## src/rtl/core/scs_pkg.sv

```systemverilog
// Shared constants and types of the strip cross-talk smoother.
// Used by the channel interfaces, the weighting unit and the top level.
package scs_pkg;

   localparam int CHARGE_BITS_DEF     = 24;
   localparam int COEFF_FRAC_BITS_DEF = 16;
   localparam int CSR_BITS            = 16;

   typedef enum logic [1:0] {
      MODE_PASS,
      MODE_EDGE,
      MODE_INNER
   } weight_mode_type;

endpackage

```

## src/rtl/core/scs_req_if.sv

```systemverilog
// Request channel of the strip cross-talk smoother: valid/ready plus strip charge.
// Depends on scs_pkg for the default charge width.
interface scs_req_if import scs_pkg::*; #(
   parameter int CHARGE_BITS = CHARGE_BITS_DEF
) ();
   logic                   valid;
   logic                   ready;
   logic [CHARGE_BITS-1:0] charge_in;
   logic                   side_last;

   modport source (output valid, output charge_in, output side_last, input ready);
   modport sink   (input valid, input charge_in, input side_last, output ready);
endinterface

```

## src/rtl/core/scs_rsp_if.sv

```systemverilog
// Result channel of the strip cross-talk smoother: valid/ready plus smoothed charge.
// Depends on scs_pkg for the default charge width.
interface scs_rsp_if import scs_pkg::*; #(
   parameter int CHARGE_BITS = CHARGE_BITS_DEF
) ();
   logic                   valid;
   logic                   ready;
   logic [CHARGE_BITS-1:0] charge_out;
   logic                   strip_last;

   modport source (output valid, output charge_out, output strip_last, input ready);
   modport sink   (input valid, input charge_out, input strip_last, output ready);
endinterface

```

## src/rtl/core/scs_weight_unit.sv

```systemverilog
// Weighting datapath: own*1 + c*(neighbor sum - k*own), rounded to nearest.
// One signed multiplier; depends on scs_pkg for the mode type.
module scs_weight_unit import scs_pkg::*; #(
   parameter int CHARGE_BITS     = CHARGE_BITS_DEF,
   parameter int COEFF_FRAC_BITS = COEFF_FRAC_BITS_DEF
) (
   input  weight_mode_type        mode,
   input  logic [CSR_BITS-1:0]    coeff,
   input  logic [CHARGE_BITS-1:0] left,
   input  logic [CHARGE_BITS-1:0] own,
   input  logic [CHARGE_BITS-1:0] right,
   output logic [CHARGE_BITS-1:0] result
);
   localparam int DW = CHARGE_BITS + 2;
   localparam int CW = (COEFF_FRAC_BITS > CSR_BITS) ? COEFF_FRAC_BITS : CSR_BITS;
   localparam int AW = CHARGE_BITS + COEFF_FRAC_BITS + 3;

   logic [CW-1:0]               coeff_ext;
   logic [CW-1:0]               half_ext;
   logic [CW-1:0]               coeff_lim;
   logic signed [COEFF_FRAC_BITS:0] coeff_s;
   logic signed [DW-1:0]        own_s;
   logic signed [DW-1:0]        left_s;
   logic signed [DW-1:0]        right_s;
   logic signed [DW-1:0]        diff;
   logic signed [AW-1:0]        prod;
   logic signed [AW-1:0]        acc;

   assign coeff_ext = CW'(coeff);
   assign half_ext  = CW'(1) << (COEFF_FRAC_BITS - 1);
   assign coeff_lim = (coeff_ext > half_ext) ? half_ext : coeff_ext;
   assign coeff_s   = $signed({1'b0, coeff_lim[COEFF_FRAC_BITS-1:0]});

   assign own_s   = $signed({2'b00, own});
   assign left_s  = $signed({2'b00, left});
   assign right_s = $signed({2'b00, right});

   always_comb begin
      case (mode)
         MODE_EDGE:  diff = right_s - own_s;
         MODE_INNER: diff = left_s + right_s - (own_s <<< 1);
         default:    diff = '0;
      endcase
   end

   assign prod = AW'(coeff_s) * AW'(diff);
   assign acc  = $signed(AW'(own) << COEFF_FRAC_BITS) + prod
               + $signed(AW'(half_ext));

   assign result = (mode == MODE_PASS) ? own
                 : acc[COEFF_FRAC_BITS + CHARGE_BITS - 1 : COEFF_FRAC_BITS];
endmodule

```

## src/rtl/core/strip_crosstalk_smoother.sv

```systemverilog
// Strip cross-talk smoother: three-tap symmetric filter with clamped edges.
// Channels: req (sink) takes one strip charge with side_last, rsp (source)
//    returns smoothed charges with strip_last; csr_wr_en/csr_wr_data load c.
// A request is first held in an input register; the weighting unit then computes
//    each result into the rsp register, which presents it. Results lag by one strip.
// Throughput is one request per cycle while rsp.ready is high, except that the last
//    strip of a side with more than one strip yields two results in turn from
//    the shared weighting unit and holds off the next request until both are out;
//    the first strip of a side yields none.
// A one-strip side passes through unchanged with strip_last set.
// When rsp.ready is low the rsp register holds its result and the input
//    register holds its request; req.ready drops once both are full.
// Reset empties both registers, forgets held strips and clears c to zero.
// Depends on scs_pkg, scs_req_if, scs_rsp_if and scs_weight_unit.
module strip_crosstalk_smoother import scs_pkg::*; #(
   parameter int CHARGE_BITS     = CHARGE_BITS_DEF,
   parameter int COEFF_FRAC_BITS = COEFF_FRAC_BITS_DEF
) (
   input  logic                clock,
   input  logic                reset,
   scs_req_if.sink             req,
   scs_rsp_if.source           rsp,
   input  logic                csr_wr_en,
   input  logic [CSR_BITS-1:0] csr_wr_data
);
   typedef enum logic [1:0] {
      FILL_EMPTY,
      FILL_FIRST,
      FILL_INNER
   } fill_type;

   logic                   in_valid_ff, in_valid_in;
   logic [CHARGE_BITS-1:0] in_charge_ff, in_charge_in;
   logic                   in_last_ff, in_last_in;
   logic [CSR_BITS-1:0]    coeff_ff, coeff_in;
   logic [CHARGE_BITS-1:0] left_ff, left_in;
   logic [CHARGE_BITS-1:0] held_ff, held_in;
   fill_type               fill_ff, fill_in;
   logic                   phase_ff, phase_in;
   logic                   rsp_valid_ff, rsp_valid_in;
   logic [CHARGE_BITS-1:0] rsp_charge_ff, rsp_charge_in;
   logic                   rsp_last_ff, rsp_last_in;

   logic                   out_free;
   logic                   needs_out;
   logic                   proc;
   logic                   item_done;
   logic                   req_take;
   weight_mode_type        mode;
   logic [CHARGE_BITS-1:0] op_left;
   logic [CHARGE_BITS-1:0] op_own;
   logic [CHARGE_BITS-1:0] op_right;
   logic                   op_last;
   logic [CHARGE_BITS-1:0] weighted;

   assign out_free  = !rsp_valid_ff || rsp.ready;
   assign needs_out = !(fill_ff == FILL_EMPTY && !in_last_ff);
   assign proc      = in_valid_ff && (!needs_out || out_free);
   assign item_done = proc && (fill_ff == FILL_EMPTY || !in_last_ff || phase_ff);
   assign req.ready = !in_valid_ff || item_done;
   assign req_take  = req.valid && req.ready;

   always_comb begin
      op_left  = left_ff;
      op_own   = held_ff;
      op_right = in_charge_ff;
      op_last  = 1'b0;
      if (fill_ff == FILL_EMPTY) begin
         mode    = MODE_PASS;
         op_own  = in_charge_ff;
         op_last = 1'b1;
      end else if (phase_ff) begin
         mode     = MODE_EDGE;
         op_own   = in_charge_ff;
         op_right = held_ff;
         op_last  = 1'b1;
      end else if (fill_ff == FILL_FIRST) begin
         mode = MODE_EDGE;
      end else begin
         mode = MODE_INNER;
      end
   end

   scs_weight_unit #(
      .CHARGE_BITS     (CHARGE_BITS),
      .COEFF_FRAC_BITS (COEFF_FRAC_BITS)
   ) u_weight (
      .mode   (mode),
      .coeff  (coeff_ff),
      .left   (op_left),
      .own    (op_own),
      .right  (op_right),
      .result (weighted)
   );

   always_comb begin
      in_valid_in   = in_valid_ff;
      in_charge_in  = in_charge_ff;
      in_last_in    = in_last_ff;
      coeff_in      = csr_wr_en ? csr_wr_data : coeff_ff;
      left_in       = left_ff;
      held_in       = held_ff;
      fill_in       = fill_ff;
      phase_in      = phase_ff;
      rsp_valid_in  = rsp_valid_ff;
      rsp_charge_in = rsp_charge_ff;
      rsp_last_in   = rsp_last_ff;

      if (req_take) begin
         in_valid_in  = 1'b1;
         in_charge_in = req.charge_in;
         in_last_in   = req.side_last;
      end else if (item_done) begin
         in_valid_in = 1'b0;
      end

      if (proc) begin
         if (fill_ff == FILL_EMPTY) begin
            if (!in_last_ff) begin
               held_in = in_charge_ff;
               fill_in = FILL_FIRST;
            end
         end else if (phase_ff) begin
            left_in  = '0;
            held_in  = '0;
            fill_in  = FILL_EMPTY;
            phase_in = 1'b0;
         end else if (in_last_ff) begin
            phase_in = 1'b1;
         end else begin
            left_in = held_ff;
            held_in = in_charge_ff;
            fill_in = FILL_INNER;
         end
      end

      if (proc && needs_out) begin
         rsp_valid_in  = 1'b1;
         rsp_charge_in = weighted;
         rsp_last_in   = op_last;
      end else if (rsp.ready) begin
         rsp_valid_in = 1'b0;
      end
   end

   always_ff @(posedge clock) begin
      if (reset) begin
         in_valid_ff  <= 1'b0;
         coeff_ff     <= '0;
         left_ff      <= '0;
         held_ff      <= '0;
         fill_ff      <= FILL_EMPTY;
         phase_ff     <= 1'b0;
         rsp_valid_ff <= 1'b0;
      end else begin
         in_valid_ff  <= in_valid_in;
         coeff_ff     <= coeff_in;
         left_ff      <= left_in;
         held_ff      <= held_in;
         fill_ff      <= fill_in;
         phase_ff     <= phase_in;
         rsp_valid_ff <= rsp_valid_in;
      end
   end

   always_ff @(posedge clock) begin
      in_charge_ff  <= in_charge_in;
      in_last_ff    <= in_last_in;
      rsp_charge_ff <= rsp_charge_in;
      rsp_last_ff   <= rsp_last_in;
   end

   assign rsp.valid      = rsp_valid_ff;
   assign rsp.charge_out = rsp_charge_ff;
   assign rsp.strip_last = rsp_last_ff;
endmodule
```

## src/flat_wrapper.sv

```systemverilog
// flat-port wrapper written by rule: the top's interface ports become plain ports
module strip_crosstalk_smoother_flat import scs_pkg::*;
#(
   parameter int CHARGE_BITS     = CHARGE_BITS_DEF,
   parameter int COEFF_FRAC_BITS = COEFF_FRAC_BITS_DEF
)
  (clock, reset, csr_wr_en, csr_wr_data, req_valid, req_charge_in, req_side_last, req_ready, rsp_valid, rsp_charge_out, rsp_strip_last, rsp_ready);
  scs_req_if #(.CHARGE_BITS(CHARGE_BITS)) req_i ();
  scs_rsp_if #(.CHARGE_BITS(CHARGE_BITS)) rsp_i ();
  input  logic clock;
  input  logic reset;
  input  logic csr_wr_en;
  input  logic [CSR_BITS-1:0] csr_wr_data;
  input wire logic [$bits(req_i.valid)-1:0] req_valid;
  input wire logic [$bits(req_i.charge_in)-1:0] req_charge_in;
  input wire logic [$bits(req_i.side_last)-1:0] req_side_last;
  output wire logic [$bits(req_i.ready)-1:0] req_ready;
  output wire logic [$bits(rsp_i.valid)-1:0] rsp_valid;
  output wire logic [$bits(rsp_i.charge_out)-1:0] rsp_charge_out;
  output wire logic [$bits(rsp_i.strip_last)-1:0] rsp_strip_last;
  input wire logic [$bits(rsp_i.ready)-1:0] rsp_ready;
  assign req_i.valid = req_valid;
  assign req_i.charge_in = req_charge_in;
  assign req_i.side_last = req_side_last;
  assign req_ready = req_i.ready;
  assign rsp_valid = rsp_i.valid;
  assign rsp_charge_out = rsp_i.charge_out;
  assign rsp_strip_last = rsp_i.strip_last;
  assign rsp_i.ready = rsp_ready;
  strip_crosstalk_smoother #(.CHARGE_BITS(CHARGE_BITS), .COEFF_FRAC_BITS(COEFF_FRAC_BITS)) u_core (.clock(clock), .reset(reset), .req(req_i), .rsp(rsp_i), .csr_wr_en(csr_wr_en), .csr_wr_data(csr_wr_data));
endmodule
```

## config.mk

```make
export PLATFORM = sky130hd
export DESIGN_NAME = strip_crosstalk_smoother_flat
export DESIGN_NICKNAME = d
export VERILOG_FILES = /design/src/rtl/core/scs_pkg.sv /design/src/rtl/core/scs_req_if.sv /design/src/rtl/core/scs_rsp_if.sv /design/src/rtl/core/scs_weight_unit.sv /design/src/rtl/core/strip_crosstalk_smoother.sv /design/src/flat_wrapper.sv
export SDC_FILE = /design/constraint.sdc
export NUM_CORES = 1
export LEC_CHECK = 0
export BUFFER_PORTS_ARGS = -buffer_cell sky130_fd_sc_hd__buf_2
export CAP_MARGIN = 20
export CELL_PAD_IN_SITES_DETAIL_PLACEMENT = 1
export CELL_PAD_IN_SITES_GLOBAL_PLACEMENT = 1
export CORE_MARGIN = 4
export CORE_UTILIZATION = 51
export CTS_CLUSTER_SIZE = 14
export DETAILED_ROUTE_END_ITERATION = 10
export HOLD_SLACK_MARGIN = 0.02
export PLACE_DENSITY = 0.83
export SYNTH_ARGS = -nofsm -noshare
export SYNTH_HDL_FRONTEND = slang
export SYNTH_SLANG_ARGS = --single-unit
```

## constraint.sdc

```tcl
create_clock -name clock -period 11.9 [get_ports clock]
set_input_delay 0 -clock clock [delete_from_list [all_inputs] [get_ports clock]]
set_output_delay 0 -clock clock [all_outputs]
set_load 0.01 [all_outputs]
```

==> metrics.yaml <==
avgViaCountPerCell: 5.91
synth_top_cell_by_area: "fa_1"
fp.dieW_um: 222
ant_nets: 0
rsz0062_at_grt: "false"
dr.pass1.iters: 5
syn_avg_cell_area_um2: 8.78
hold_class: "in -> reg"
worst-setup-path-type: "reg -> reg"
cts_buffer_depth: 2
required_ps: 12170
grt_pass1_wl_mm: 127
grt_pass1_vias: 22900
antenna_found_initial: 0
cap_viol_max_count: 0
drcViolationCount: 0
nFillCells: 5320
overflow: 0
hpwlAfterDp_mm: 65.3
critPathSlowestCell: "fa_1"
ios: 73
cp_top_family: "adder cells"
synth_commonest_cells: "inv_1, fa_1, nor2_1, nand2_1, ha_1"
fin_skew_ps: 16.4
place_congestion: 0.969
dp_slack_ps: -190
r2r_setup_slack_ps: 450
crit_path_max_incr_delay_ps: 550
crit_path_max_fanout: 18
initial_core_util: 0.516
core_um2: 45300
syn_area_um2: 23400
ir_drop_mv: 0.0999
grtUsageTotal: 0.336
vias: 19900
holdWs_ps: 162
synth_cells: 2661
syn_nets: 3302
drive_above_1_share: 0.0714
die-height_um: 222
ys_types: 70
ys_top_cells_by_area: "fa_1, inv_1, ha_1"
fin_ws_ps: 450
outcome: "complete, no violations"
cp.arrival_ps: 11720
io_buffers: 72
yosys_most_used_dff: "dfxtp_1"
clk_pin_slew_ps: 70
min_path_cells: 3
cts_buffers: 17
endpoint_kind: "flip-flop"
r2r_start: "u_core.fill_ff[1]"
grt_max_degree: 51
fin_crit_ps: 11450
synthToLayoutAreaGrowth_pct: 9.85
startpoint_type: "flip-flop"
hold_end: "u_core.coeff_ff[3]"
hp-start: "csr_wr_en"
synth_edf_count: 50
clk_latency_ps: 450
synth.top_cell.area_share: 0.376
die_area_um2: 49300
path_buf_inv: 7
numClockSinks: 119
drt-total-wl_mm: 82.5
cts_tree: "done"
cts_setup_buffers: 0
fin_crit_sh: 0.962
p_leak_nw: 13.0
rr_worst_depth: 39
ys_warn_count: 0
rows: 78
tightest_slew_ps: 1130
yosysSeqAreaShare: 0.123
maxSlewHeadroom: 0.245
slew_violations: 0
path_common_cell: "fa_1"
clockRootBuffer: "clkbuf_16"
synthArstFlopShare: 0
n_antenna_cell: 0
fmax_ghz: 0.0873
timing.rr.end: "u_core.rsp.charge_out[23]"
avgRoutedWirePerCell_um: 24.5
drt_iter0_drc: 1519
hold_viol: 0
synth_seq_cells: 119
synth.most_common_cell: "inv_1"
powerDensity_nw_per_um2: 80.4
setup_viol: 0
cts-htree-levels: 4
nets: 3388
how the worst max path moves through the flow:
| stage | cells past startpoint | from | to |
|---|---|---|---|
| after global placement | 40 | u_core.fill_ff[1] | u_core.rsp.charge_out[23] |
| after global routing | 39 | u_core.fill_ff[1] | u_core.rsp.charge_out[23] |
| after detailed placement | 40 | u_core.fill_ff[1] | u_core.rsp.charge_out[23] |
| after floorplan | 44 | u_core.fill_ff[1] | u_core.rsp.charge_out[23] |
| final | 39 | u_core.fill_ff[1] | u_core.rsp.charge_out[23] |
| after CTS | 40 | u_core.fill_ff[1] | u_core.rsp.charge_out[23] |
where the power goes:
| part | switching [mW] | internal, mW | total [mW] |
|---|---|---|---|
| Sequential | 0.0211 | 0.445 | 0.466 |
| Clock | 0.226 | 0.319 | 0.545 |
| Combinational | 0.670 | 0.380 | 1.05 |
| Total | 0.917 | 1.14 | 2.06 |
layer usage:
metal  global-route usage  vias to the layer above  routed length [µm]
met5                    0                        -                   0
met1                0.390                    10200               30200
met2                0.581                      918               40400
met3               0.0559                      346                5660
met4                0.208                        0                6230
li1                     -                     8394                   -
layout by cell type, fill, tap and decap left out, drive strengths merged, types with 7 or more instances in the layout:
| master | netlist | layout |
|---|---|---|
| a21o | 39 | 39 |
| inv | 646 | 653 |
| nand2 | 176 | 176 |
| nand4 | 38 | 38 |
| dlygate4sd3 | 0 | 43 |
| dfxtp | 69 | 69 |
| nor2b | 30 | 30 |
| a31oi | 9 | 9 |
| clkbuf | 92 | 18 |
| a22oi | 35 | 35 |
| xor2 | 24 | 24 |
| nor2 | 302 | 302 |
| or4 | 13 | 13 |
| o31ai | 7 | 7 |
| o21a | 16 | 16 |
| mux2i | 67 | 67 |
| a22o | 34 | 34 |
| fa | 439 | 439 |
| and2 | 33 | 33 |
| and3 | 14 | 14 |
| buf | 17 | 133 |
| nand3 | 23 | 23 |
| ha | 156 | 156 |
| nor3 | 22 | 22 |
| a21oi | 77 | 77 |
| o21ai | 44 | 44 |
| nand2b | 55 | 55 |
| xnor2 | 46 | 46 |
| edfxtp | 50 | 50 |
state kept, by name, summed over array words and instances (netlist names):
| signal | count |
|---|---|
| u_core.coeff_ff | 16 |
| u_core.fill_ff | 2 |
| u_core.held_ff | 24 |
| u_core.in_charge_ff | 24 |
| u_core.in_last_ff | 1 |
| u_core.in_valid_ff | 1 |
| u_core.left_ff | 24 |
| u_core.phase_ff | 1 |
| u_core.rsp.charge_out | 24 |
| u_core.rsp.strip_last | 1 |
| u_core.rsp.valid | 1 |
through the flow:
| stage | setup TNS [ps] | total power, mW | instance area, µm² | utilization | cells |
|---|---|---|---|---|---|
| floorplan | 0 | 1.15 | 23400 | - | 2661 |
| global placement | 0 | 1.42 | 24500 | 0.542 | 3283 |
| detailed placement | -322 | 1.48 | 24500 | 0.542 | 3284 |
| CTS | 0 | 2.04 | 25600 | 0.565 | 3359 |
| global route | 0 | 2.18 | 25700 | 0.567 | 3360 |
| finish | 0 | 2.06 | 25700 | 0.567 | 3360 |
worst register-to-register path: cells and delay by family, from the launching register on:
kind                     cells  cell delay (ps)
AO/OA/AOI/OAI                8             1490
adder cells (fa/ha/maj)      9             4200
buffers and inverters        7              910
flip-flops                   1              390
multiplexers                 1              370
AND/OR/NAND/NOR             14             3910
cells by family after synthesis:
logic type / Yosys count / share of synthesized area
compound gates: 317 / 0.0933
xor+xnor: 70 / 0.0263
fa+ha+maj: 595 / 0.460
buf+inv: 755 / 0.122
flops: 119 / 0.123
mux: 67 / 0.0287
simple gates: 738 / 0.146
area by class of cell:
type	count	area (µm²)	area share
Clock inverter	14	161	0.00629
Timing Repair Buffer	176	1270	0.0494
Sequential cell	119	2880	0.112
Multi-Input combinational cell	1787	17700	0.691
Clock buffer	18	439	0.0171
Tap cell	600	751	0.0293
Inverter	646	2420	0.0945
timing repair:
action | 4_1_cts | 5_1_grt
setup endpoints to repair | 4 | 10
resized for setup | 1 | 17
hold buffers | 43 | 0
hold endpoints to repair | 43 | 0
(Power assumes the default switching activity.)
